===== src/hdl/irpd_pkg.sv =====
package irpd_pkg;

    localparam int CNT_W   = 24;
    localparam int IDX_W   = 6;
    localparam int CMD_W   = 8;
    localparam int CFG_A_W = 3;

    // recorded intervals per frame, later edges are ignored
    localparam logic [IDX_W-1:0] MAX_EDGES = 6'd50;

    localparam logic [CFG_A_W-1:0] REG_TIMEOUT   = 3'd0;
    localparam logic [CFG_A_W-1:0] REG_LEAD_MIN  = 3'd1;
    localparam logic [CFG_A_W-1:0] REG_LEAD_MAX  = 3'd2;
    localparam logic [CFG_A_W-1:0] REG_ONE_MIN   = 3'd3;
    localparam logic [CFG_A_W-1:0] REG_ONE_MAX   = 3'd4;
    localparam logic [CFG_A_W-1:0] REG_FIRST_BIT = 3'd5;
    localparam logic [CFG_A_W-1:0] REG_ON_CODE   = 3'd6;
    localparam logic [CFG_A_W-1:0] REG_OFF_CODE  = 3'd7;

    localparam logic [CNT_W-1:0] RST_TIMEOUT   = 24'd1000000;
    localparam logic [CNT_W-1:0] RST_LEAD_MIN  = 24'd10000;
    localparam logic [CNT_W-1:0] RST_LEAD_MAX  = 24'd14000;
    localparam logic [CNT_W-1:0] RST_ONE_MIN   = 24'd2000;
    localparam logic [CNT_W-1:0] RST_ONE_MAX   = 24'd2300;
    localparam logic [IDX_W-1:0] RST_FIRST_BIT = 6'd17;
    localparam logic [CMD_W-1:0] RST_ON_CODE   = 8'd69;
    localparam logic [CMD_W-1:0] RST_OFF_CODE  = 8'd71;

    typedef struct packed {
        logic [CMD_W-1:0] command;
        logic             frame_valid;
        logic             led_level;
    } result_t;

endpackage


===== src/hdl/ir_pulse_distance_decoder_top.sv =====
// channel  | dir | tdata bits (lsb up)                          | handshake
// s_axis   | in  | [0] edge_req, [7:1] zero                     | s_tvalid / s_tready
// m_axis   | out | [7:0] command, [8] frame_valid, [9] led_level | m_tvalid / m_tready
// cfg      | in  | cfg_index selects register, cfg_wdata value  | cfg_wr_en, no wait
//
// one word per cycle while the output register is free: a tick is registered, then decoded against the
// frame state, a result word lands in the output register at frame timeout
// the result word is offered from the output register once the frame-ending tick leaves the input register
// a tick that ends a frame waits in the input register while the output word is stalled
// rst_n clears frame state, led level, command bits and loads register defaults
module ir_pulse_distance_decoder_top
    import irpd_pkg::*;
(
    input  logic               clk,
    input  logic               rst_n,
    input  logic               s_tvalid,
    output logic               s_tready,
    input  logic [7:0]         s_tdata,   // [0] edge_req
    output logic               m_tvalid,
    input  logic               m_tready,
    output logic [15:0]        m_tdata,   // [7:0] command, [8] frame_valid, [9] led_level
    input  logic               cfg_wr_en,
    input  logic [CFG_A_W-1:0] cfg_index,
    input  logic [CNT_W-1:0]   cfg_wdata
);

    // configuration registers
    logic [CNT_W-1:0] timeout_reg, lead_min_reg, lead_max_reg, one_min_reg, one_max_reg;
    logic [IDX_W-1:0] first_bit_reg;
    logic [CMD_W-1:0] on_code_reg, off_code_reg;

    // input stage
    logic in_valid_reg;
    logic in_edge_reg;

    // frame state
    logic             active_reg, active_next;
    logic [CNT_W-1:0] tick_reg, tick_next;
    logic [IDX_W-1:0] idx_reg, idx_next;
    logic             leader_ok_reg, leader_ok_next;
    logic [CMD_W-1:0] bits_reg, bits_next;
    logic             led_reg, led_next;

    // output stage
    logic    out_valid_reg;
    result_t out_reg;
    result_t res_next;

    logic             out_free;
    logic             advance;
    logic             finish;
    logic [CNT_W:0]   elapsed;
    logic [IDX_W-1:0] pos;
    logic             bit_slot;
    logic             bit_one;
    logic             valid_f;
    logic [CMD_W-1:0] cmd_f;

    always_ff @(posedge clk or negedge rst_n)
    begin
        if (!rst_n)
        begin
            timeout_reg   <= RST_TIMEOUT;
            lead_min_reg  <= RST_LEAD_MIN;
            lead_max_reg  <= RST_LEAD_MAX;
            one_min_reg   <= RST_ONE_MIN;
            one_max_reg   <= RST_ONE_MAX;
            first_bit_reg <= RST_FIRST_BIT;
            on_code_reg   <= RST_ON_CODE;
            off_code_reg  <= RST_OFF_CODE;
        end
        else if (cfg_wr_en)
        begin
            case (cfg_index)
                REG_TIMEOUT:   timeout_reg   <= cfg_wdata;
                REG_LEAD_MIN:  lead_min_reg  <= cfg_wdata;
                REG_LEAD_MAX:  lead_max_reg  <= cfg_wdata;
                REG_ONE_MIN:   one_min_reg   <= cfg_wdata;
                REG_ONE_MAX:   one_max_reg   <= cfg_wdata;
                REG_FIRST_BIT: first_bit_reg <= cfg_wdata[IDX_W-1:0];
                REG_ON_CODE:   on_code_reg   <= cfg_wdata[CMD_W-1:0];
                REG_OFF_CODE:  off_code_reg  <= cfg_wdata[CMD_W-1:0];
                default:       ;
            endcase
        end
    end

    assign out_free = !out_valid_reg || m_tready;
    assign elapsed  = {1'b0, tick_reg} + {{CNT_W{1'b0}}, 1'b1};
    assign finish   = active_reg && (elapsed >= {1'b0, timeout_reg});
    // a frame-ending tick needs room in the output register
    assign advance  = in_valid_reg && (!finish || out_free);
    assign s_tready = !in_valid_reg || advance;

    assign pos      = idx_reg - first_bit_reg;
    assign bit_slot = (idx_reg >= first_bit_reg) && (pos < IDX_W'(CMD_W));
    assign bit_one  = (elapsed >= {1'b0, one_min_reg}) && (elapsed <= {1'b0, one_max_reg});

    // frame end: command and validity
    always_comb
    begin
        cmd_f   = bits_reg;
        valid_f = leader_ok_reg;
        if (idx_reg == '0)
        begin
            valid_f = (lead_min_reg == '0);
            if (first_bit_reg == '0)
            begin
                cmd_f[0] = (one_min_reg == '0);
            end
        end
    end

    always_comb
    begin
        active_next    = active_reg;
        tick_next      = tick_reg;
        idx_next       = idx_reg;
        leader_ok_next = leader_ok_reg;
        bits_next      = bits_reg;
        led_next       = led_reg;
        res_next       = '0;

        if (finish)
        begin
            if (valid_f)
            begin
                if (cmd_f == on_code_reg)
                begin
                    led_next = 1'b1;
                end
                else if (cmd_f == off_code_reg)
                begin
                    led_next = 1'b0;
                end
            end
            res_next.command     = valid_f ? cmd_f : '0;
            res_next.frame_valid = valid_f;
            res_next.led_level   = led_next;
            active_next    = 1'b0;
            tick_next      = '0;
            idx_next       = '0;
            leader_ok_next = 1'b0;
        end
        else if (active_reg && in_edge_reg)
        begin
            tick_next = '0;
            if (idx_reg < MAX_EDGES)
            begin
                if (idx_reg == '0)
                begin
                    leader_ok_next = (elapsed >= {1'b0, lead_min_reg})
                                  && (elapsed <= {1'b0, lead_max_reg});
                end
                if (bit_slot)
                begin
                    bits_next[pos[2:0]] = bit_one;
                end
                idx_next = idx_reg + 1'b1;
            end
        end
        else if (active_reg)
        begin
            // saturating count of ticks since the last edge
            if (tick_reg != {CNT_W{1'b1}})
            begin
                tick_next = tick_reg + 1'b1;
            end
        end

        // an edge outside a frame, or on the timeout tick, opens a new frame
        if (in_edge_reg && (!active_reg || finish))
        begin
            active_next    = 1'b1;
            tick_next      = '0;
            idx_next       = '0;
            leader_ok_next = 1'b0;
        end
    end

    always_ff @(posedge clk or negedge rst_n)
    begin
        if (!rst_n)
        begin
            in_valid_reg  <= 1'b0;
            active_reg    <= 1'b0;
            tick_reg      <= '0;
            idx_reg       <= '0;
            leader_ok_reg <= 1'b0;
            bits_reg      <= '0;
            led_reg       <= 1'b0;
            out_valid_reg <= 1'b0;
        end
        else
        begin
            if (s_tready)
            begin
                in_valid_reg <= s_tvalid;
            end
            if (advance)
            begin
                active_reg    <= active_next;
                tick_reg      <= tick_next;
                idx_reg       <= idx_next;
                leader_ok_reg <= leader_ok_next;
                bits_reg      <= bits_next;
                led_reg       <= led_next;
            end
            if (advance && finish)
            begin
                out_valid_reg <= 1'b1;
            end
            else if (m_tready)
            begin
                out_valid_reg <= 1'b0;
            end
        end
    end

    // payload registers
    always_ff @(posedge clk)
    begin
        if (s_tready && s_tvalid)
        begin
            in_edge_reg <= s_tdata[0];
        end
        if (advance && finish)
        begin
            out_reg <= res_next;
        end
    end

    assign m_tvalid = out_valid_reg;
    assign m_tdata  = {6'b0, out_reg.led_level, out_reg.frame_valid, out_reg.command};

endmodule


===== config.mk =====
export PLATFORM = sky130hd
export DESIGN_NAME = ir_pulse_distance_decoder_top
export DESIGN_NICKNAME = d
export VERILOG_FILES = /design/src/hdl/irpd_pkg.sv /design/src/hdl/ir_pulse_distance_decoder_top.sv
export SDC_FILE = /design/constraint.sdc
export NUM_CORES = 1
export LEC_CHECK = 0
export BUFFER_PORTS_ARGS = -buffer_cell sky130_fd_sc_hd__buf_2
export CORE_UTILIZATION = 45
export DETAILED_ROUTE_END_ITERATION = 6
export PLACE_DENSITY_LB_ADDON = 0.05
export SETUP_SLACK_MARGIN = 0.05
export SLEW_MARGIN = 0
export SYNTH_ARGS = -nofsm -noshare
export SYNTH_HDL_FRONTEND = slang
export SYNTH_SLANG_ARGS = --single-unit

===== constraint.sdc =====
create_clock -name clk -period 5.5 [get_ports clk]
set_clock_uncertainty 0.2 [all_clocks]
set_input_delay 0.275 -clock clk [delete_from_list [all_inputs] [get_ports clk]]
set_output_delay 0.275 -clock clk [all_outputs]
set_load 0.03 [all_outputs]

==> impl.org, run 1 <==
** Timing
- Final setup violation count :: 0
- Once routing completed, OpenROAD measured the worst setup slack at about 0.36 ns.
- At the pin with the least slew margin, the transition time is 1.04 ns.
- In the final timing run, aggregate negative setup slack is 0 ns.
- The worst pin sits at a relative slew slack of 0.299.
- The final number of max-transition violations was 0.
- The number of endpoints with negative hold slack in the final report is 0.
- Setup repair after global routing left no endpoint under its margin.
- The routed design could run at a clock period as short as slightly above 5 ns.
- Of the available clock period, the critical path in the final layout requires 0.935.
- Peak clock frequency supported by timing :: a little under 200 MHz

** Logic synthesis
- Post-synthesis instance total :: 1207
- Counting flops with a built-in enable in the synthesized netlist gives 11.
- The most common cell in the synthesized netlist is dfrtp_1.
- Post-synthesis instance area :: around 0.012 mm^2
- Cell accounting for the most synthesized area :: dfrtp_1
- Asr flop ratio synth :: 0.944
- By count the netlist is led by 144 x dfrtp_1, 136 x inv_1, 130 x nand2_1.
- By area the synthesized netlist is led by dfrtp_1 31%, ha_1 14%, dfstp_2 9.2%.
- Most instantiated flip-flop cell in the synthesis netlist :: dfrtp_1
- Synthesis inferred just under 200 register bits.
- Post-synthesis cell type count :: 73
- A synthesized cell averages just under 10 um^2.
- Fraction of the yosys area taken by sequential cells :: 0.427
- Of the post-synthesis cell area, the dominant cell type holds 0.307.
- For this run, the number of Yosys warnings is 0.

** Layout
- Area taken by flip-flops and latches :: between 0.005 and 0.006 mm^2
- In the final layout, the share of cells above drive strength 1 is 0.183.
- Total area of multi-input combinational cells :: between 0.006 and 0.007 mm^2
- Cell area after layout :: between 0.01 and 0.015 mm^2
- Once layout is complete, the cells apart from fillers number 1632.
- Number of nets in the finished design :: 1459
- Relative to the synthesized area, the layout overhead comes to 14.2%.
- Final core area utilization :: 0.528
- Counting the fill cells in the layout gives roughly 2400.
- Number of diodes added for antenna fixing :: 0

** Global route
- Global-route wire length before repair :: around 50000 um
- All-Layer GR Usage :: 0.246
- Entering global routing, the biggest net connects 85 pins.
- The via count of the first global-routing pass is approximately 8600.
- The number of antenna violations at the first check in global routing came to 0.
- After global routing the overflow that remains totals 0.

** Die
- In this run the count of I/O pins placed on the die edge is 58.
- Overall die area :: between 0.02 and 0.03 mm^2
- Initial standard-cell utilization of the core :: 0.462
- Core Area :: 0.0254 mm^2
- Measured along the y axis, the die boundary spans about 160 um.
- Die X :: ~160 um
- The floorplan has between 50 and 60 rows.

** Worst setup path
- The worst setup path is launched from a register.
- The kind of cell with the highest combined delay along the critical path is simple AND/OR/NAND/NOR gates.
- Arrival time worst endpoint :: approximately 4.7 ns
- Max FO, Critical Path :: 9
- List of cells traversed by the critical path :: and3_1 > nand4_1 > nor3_4 > nand3_1 > or2_2 > xnor2_1 > ha_1 > nand4_1 > nor4bb_4 > a31o_2 > or3_4 > nor3_4 > nor2_1 > nand2_1 > buf_2
- Longest individual stage delay on the worst path :: 0.48 ns
- Crit path required time :: 5.03 ns
- Critical path capture point type :: output pin
- Together, buffers and inverters on the worst path number 1.
- For this design, the slowest cell found on the critical path is dfrtp_1.
- The critical path is of the register to output pin type.
- Across all register-to-register paths, the minimum setup slack is ~0.37 ns.

** Routing
- Routed wire length :: 31100 um
- The detail route stage leaves a number of antenna-violating nets equal to 0.
- For this block, the initial DRC count from the detailed router was slightly below 500.
- Using the TritonRoute via totals, the vias-per-cell ratio works out to 5.42.
- Total via count after detailed routing :: 8842
- The pre-antenna-repair detailed-routing pass consisted of 4 iterations.
- Drt drc :: 0
- Routed length per placed instance :: roughly 19 um

** Clock tree
- The clock drives roughly 200 sinks.
- Total clock buffers created by CTS :: 17
- Clock latency on the worst-skew pair, taken at its later pin, is ~0.45 ns.
- Once the clock tree was built, the setup fixing pass inserted 0 buffers.
- TritonCTS built the clock tree.
- Clock-pin slew was measured on the worst setup and hold paths at 0.09 ns.
- The clock passes through at most 2 buffers.
- Clock tree synthesis selected as its root buffer the cell clkbuf_16.
- The H-tree was split into 4 levels.

** Placement
- Port buffering added 44 buffers.
- Post-DP Area :: 0.0125 mm^2
- Final weighted congestion of routability-driven global placement :: between 0.8 and 0.9
- The wire-length estimate of the detail-placed layout is between 20000 and 25000 um.
- Total instance count after detailed placement :: approximately 1600
- Prior to clock tree synthesis, the placed netlist has a worst setup slack of between 0.3 and 0.4 ns.

** Power and ir drop
- Largest vdd supply drop :: roughly 0.19 mV
- Power per unit of standard cell area :: ~300 mW/mm^2
- The analysis attributes to cell leakage a power of roughly 6.4 nW.

** Status
- The flow ran to the end, and the final reports show no timing, DRC or antenna violations.

** Run
- The tool flagged a number of max-cap violations equal to 0.

** Worst hold path
- Worst hold-check path type :: primary input to register
-- routing by layer --
layer  track usage  vias to the layer above  part of all wire  routed length (um)
met4        0.0623                        0             0.015                 462
met5             0                        -                 0                   0
met3        0.0267                       27             0.018                 560
met2         0.412                      102              0.48               15000
li1              -                     4426                 -                   -
met1         0.337                     4287              0.48               15000
-- through the flow --
stage / hold slack, ns / power, mW
CTS: 0.0802 / 4.11
finish: 0.0924 / 4.07
detailed placement: 0.185 / 2.73
global route: 0.0878 / 4.32
floorplan: -0.221 / 2.46
global placement: 0.175 / 2.71
-- logic make-up (layout without fill, tap and decap cells) --
group	Yosys count	in the layout	share of synthesized area
mux	62	62	0.0593
xor+xnor	36	36	0.0269
fa+ha+maj	130	130	0.139
buf+inv	185	275	0.0632
simple gates	347	347	0.149
flops	196	196	0.427
compound gates	250	250	0.135
other cells	1	6	0.000319
-- area by class of cell --
class / count / share of cell area
Clock buffer: 17 / 0.0317
Inverter: 136 / 0.0381
Sequential cell: 196 / 0.374
Tap cell: 330 / 0.0308
Timing Repair Buffer: 107 / 0.0572
Clock inverter: 15 / 0.0153
Multi-Input combinational cell: 831 / 0.453
-- final timing paths --
check                                        startpoint                     endpoint  depth (start not counted)
max in group asynchronous                         rst_n  lead_max_reg[2]$_DFFE_PN0P_                          3
worst min register to register  bits_reg[0]$_DFFE_PN0P_      bits_reg[0]$_DFFE_PN0P_                          1
min in group asynchronous                         rst_n   on_code_reg[5]$_DFFE_PN0P_                          2
worst max register to register  tick_reg[2]$_DFFE_PN0P_     tick_reg[11]$_DFFE_PN0P_                         15
worst max-delay path            tick_reg[2]$_DFFE_PN0P_                     s_tready                         15
worst min-delay path                       cfg_wdata[0]   on_code_reg[0]$_DFFE_PN1P_                          2
-- cells in the final DEF, fill, tap and decap left out, types with 11 or more instances in the layout --
cell	instances
dfrtp_1	144
inv_1	136
nand2_1	130
ha_1	129
o21ai_0	124
mux2_2	60
nor2_1	43
buf_2	43
dfstp_2	41
buf_4	37
nand3_1	33
a21oi_1	32
and3_1	26
dlygate4sd3_1	26
nand4_1	25
xnor2_1	19
nor3_1	19
nor4_1	18
xor2_1	17
a21o_1	17
clkbuf_16	17
a221o_1	12
edfxtp_1	11
-- timing repair --
action | in CTS | in global routing
setup endpoints to repair | 0 | 9
endpoints found under the hold margin | 165 | 0
resized for setup | 0 | 7
hold buffers | 26 | 0
-- report_power, final --
group          total, mW  switching [mW]  internal [mW]  leakage, nW
clock network       1.35           0.647          0.702        0.305
registers           1.85           0.121           1.73         2.29
logic              0.876           0.505          0.371         3.85
total               4.07            1.27           2.80         6.45
(Power assumes the default switching activity.)
==> inputs of run 2 (changes only) <==
==> constraint.sdc (replaced) <==
create_clock -name clk -period 5.5 [get_ports clk]
set_clock_uncertainty 0.2 [all_clocks]
set_input_delay 0.55 -clock clk [delete_from_list [all_inputs] [get_ports clk]]
set_output_delay 0.55 -clock clk [all_outputs]
set_load 0.03 [all_outputs]
==> impl.org, run 2 (synthesis gave the netlist of run 1 again) <==
** Placement
- IO Port Bufs :: 44 (unchanged)
- The routability-driven placement congestion ratio was 0.829 (-1.0%).
- The number of instances in the placed design was 1573 (-0.064%).
- Placed wire-length estimate :: 22100 um (-1.7%)

** Routing
- The per-cell via count in the routed design came to 5.45 (+0.61%).
- The number of optimization iterations in the first detailed-route pass is 5 (+1).
- Wire length on met1 :: 14800 um (-1.7%)
- The number of nets with antenna violations after routing was 0 (unchanged).
- The DRC violations left is 0 (unchanged).
- The routed via count came to 8749 (-1.1%).
- The met2 routed wirelength is 14400 um (-4.2%).
- The number of DRC markers after the initial detailed-route iteration is 564 (+16%).
- After detailed routing, no signal wire sits above met4.
- Routed wire length :: 30100 um (-3.0%)
- Met3 Wirelength :: 701 um (+25%)
- The average wire per cell in the routed design is 18.8 um (-1.4%).

** Power and ir drop
- Largest vdd supply drop :: 0.218 mV (+13%)
- Leakage :: 6.29 nW (-2.5%)
- The logic gate share of total power came to 0.216 (about the same).
- The net switching component of the power is 1.26 mW (-1.1%).
- The power density over cell area came to 302 mW/mm^2 (-0.66%).
- Part of the power in the clock network :: 0.316 (-0.015)
- Flop pwr share :: 0.467 (+0.013)
- The internal portion of total power is 2.70 mW (-3.8%).
- The switching share of power came to 0.319 (+0.00590).

** Status
- Violated checks :: negative hold slack
- Result of the run :: complete, but fails checks

** Worst setup path
- The count of cells along the worst register-to-register path was 15 (unchanged).
- The arrival time at the worst endpoint was 4.32 ns (-0.35 ns).
- In this run the critical register-to-register path is launched from tick_reg[2]$_DFFE_PN0P_.
- Critical path capture point type :: output pin
- The critical path in this run is classified as register to output pin.
- Flop-to-flop setup slack :: 0.66 ns (+0.29 ns)
- The data required time at the worst endpoint was 4.75 ns (-0.28 ns).
- Reg-to-reg endpoint :: tick_reg[13]$_DFFE_PN0P_
- Startpoint type of the worst setup path :: register
- The maximum fanout along the worst path was 8 (-1).

** Global route
- The global-route wire length before repair came to 48500 um (-1.2%).
- The maximum number of pins on one net before global-route repair is 106 (+25%).
- Vias in the first global route :: 8552 (-0.21%)
- Antenna violations before repair :: 0 (unchanged)
- The sum of overflow across all layers after global routing was 0 (unchanged).
- The overall global routing resource usage is 0.242 (-0.00404).

** Timing
- Setup repair after global routing left no endpoint under its margin.
- The transition time of the tightest slew-check pin is 0.973 ns (-0.0643 ns).
- The max-slew headroom at the worst pin was 0.343 (+0.0434).
- The number of endpoints with negative hold slack in the final report was 4 (+4).
- The hold slack came to -0.0236 ns (-0.116 ns).
- The shortest period the worst path allows was 5.07 ns (-0.0712 ns).
- The timing-limited maximum frequency is 197 MHz (+1.4%).
- The post-route fraction of the period consumed by the critical path is 0.922 (-0.0130).
- The total setup violations reported at the end of the flow was 0 (unchanged).
- Total negative slack :: 0 ns (unchanged)
- The final number of max-transition violations came to 0 (unchanged).

** Layout
- The diode insertion count for antenna repair was 0 (unchanged).
- The number of fillers in the final layout was 2407 (+0.71%).
- In the layout the commonest cells are 144 x dfrtp_1, 136 x inv_1, 130 x nand2_1, 129 x ha_1, 124 x o21ai_0.
- Final core area utilization :: 0.516 (-0.0120)
- Number of standard cells in the final layout excluding fillers :: 1605 (-1.7%)
- Share of layout cells above drive strength 1 :: 0.186 (+0.00309)
- Most frequent standard cell in the layout excluding fill and tap cells :: dfrtp_1
- Area growth from synthesis to layout :: 11.6%
- Number of nets in the finished design :: 1432 (-1.9%)

** Clock tree
- H-tree depth :: 4 (unchanged)
- Clock tree from TritonCTS :: built
- The clock tree buffer depth is 2 (unchanged).
- Clock Pin Slew Worst Setup and Hold Paths :: 0.08 ns (about the same)
- Clk sink count :: 196 (unchanged)
- Total clock buffers created by CTS :: 17 (unchanged)
- Root buffer cell :: clkbuf_16
- Count of hold-fix buffers inserted at cts :: 0 (-100%)
- Clock insertion delay at the later pin of the skew report :: 0.45 ns (about the same)

** Die
- The number of rows created at floorplan was 58 (unchanged).
- The overall die area is 0.0267 mm^2 (unchanged).
- The starting utilization of the core area was 0.462 (unchanged).
- The boundary pin count was 58 (unchanged).
- Die X :: 164 um (unchanged)
- DIE HEIGHT :: 164 um (unchanged)
- Core Area :: 0.0254 mm^2 (unchanged)

** Run
- The number of max-capacitance violations reported came to 0 (unchanged).

** Worst hold path
- Worst hold-check path type :: primary input to async pin
run 2: cell count changes in the layout (fill, tap and decap cells not counted), moves of 2 or more:
cell	before	now
dlygate4sd3_1	26	0
bufinv_16	2	0
clkinv_4	1	3
buf_12	0	2
buf_4	37	34
nor3_2	4	6
nor3_4	2	0
inv_6	4	2
run 2: per-layer routing:
metal / vias up / global-route usage
met4: 0 / 0.0450
met5: - / 0
met2: 126 / 0.400
met1: 4256 / 0.339
li1: 4353 / -
met3: 14 / 0.0302
run 2: layout make-up:
type                    count  area (um^2)  area share
flip-flops and latches    196         5010       0.382
repair buffers             80          524      0.0400
clock inverters            15          163      0.0124
multi-input cells         831         6060       0.462
well taps                 330          413      0.0315
clock buffers              17          425      0.0325
inverters                 136          510      0.0390
run 2: power by group through the flow:
stage	Clock, mW	Combinational [mW]	Sequential, mW
after floorplan	0	0.626	1.84
after global placement	0	0.833	1.87
after CTS	1.29	0.860	1.85
after detailed placement	0	0.849	1.88
after global routing	1.34	0.998	1.88
final	1.25	0.856	1.85
run 2: through the flow:
step                area [um^2]  worst slack, ns  hold slack, ns  total power [mW]
floorplan                 11800            0.641          0.0544              2.46
global placement          12500            0.599           0.289              2.70
detailed placement        12500            0.593           0.299              2.73
CTS                       13100            0.153          0.0491              3.99
global route              13100           0.0752          0.0597              4.21
finish                    13100            0.428         -0.0236              3.95
run 2: worst max path at each step:
stage / start / endpoint / slack [ns]
after global routing: tick_reg[2]$_DFFE_PN0P_ / s_tready / 0.08
after detailed placement: tick_reg[2]$_DFFE_PN0P_ / tick_reg[19]$_DFFE_PN0P_ / 0.59
after global placement: tick_reg[2]$_DFFE_PN0P_ / tick_reg[6]$_DFFE_PN0P_ / 0.60
after CTS: tick_reg[2]$_DFFE_PN0P_ / s_tready / 0.15
after floorplan: tick_reg[2]$_DFFE_PN0P_ / led_reg$_DFFE_PN0P_ / 0.64
final: tick_reg[2]$_DFFE_PN0P_ / s_tready / 0.43
run 2: worst max-delay path, cell delays in order, from the launching register on:
cell and delay (ns):
dfrtp_1 0.47, and3_1 0.24, nand4_1 0.17, buf_4 0.21, nor2_1 0.14, nand3_1 0.18
or2_2 0.37, xnor2_1 0.26, ha_1 0.29, and4_1 0.19, nor4bb_4 0.18, a31o_2 0.24
or3_4 0.37, nor3_2 0.22, nor2_2 0.09, nand2_1 0.06, buf_2 0.19
run 2: repair_timing:
item,CTS,global route
setup buffers,0,0
setup endpoints to repair,0,1
gates resized for setup,0,5
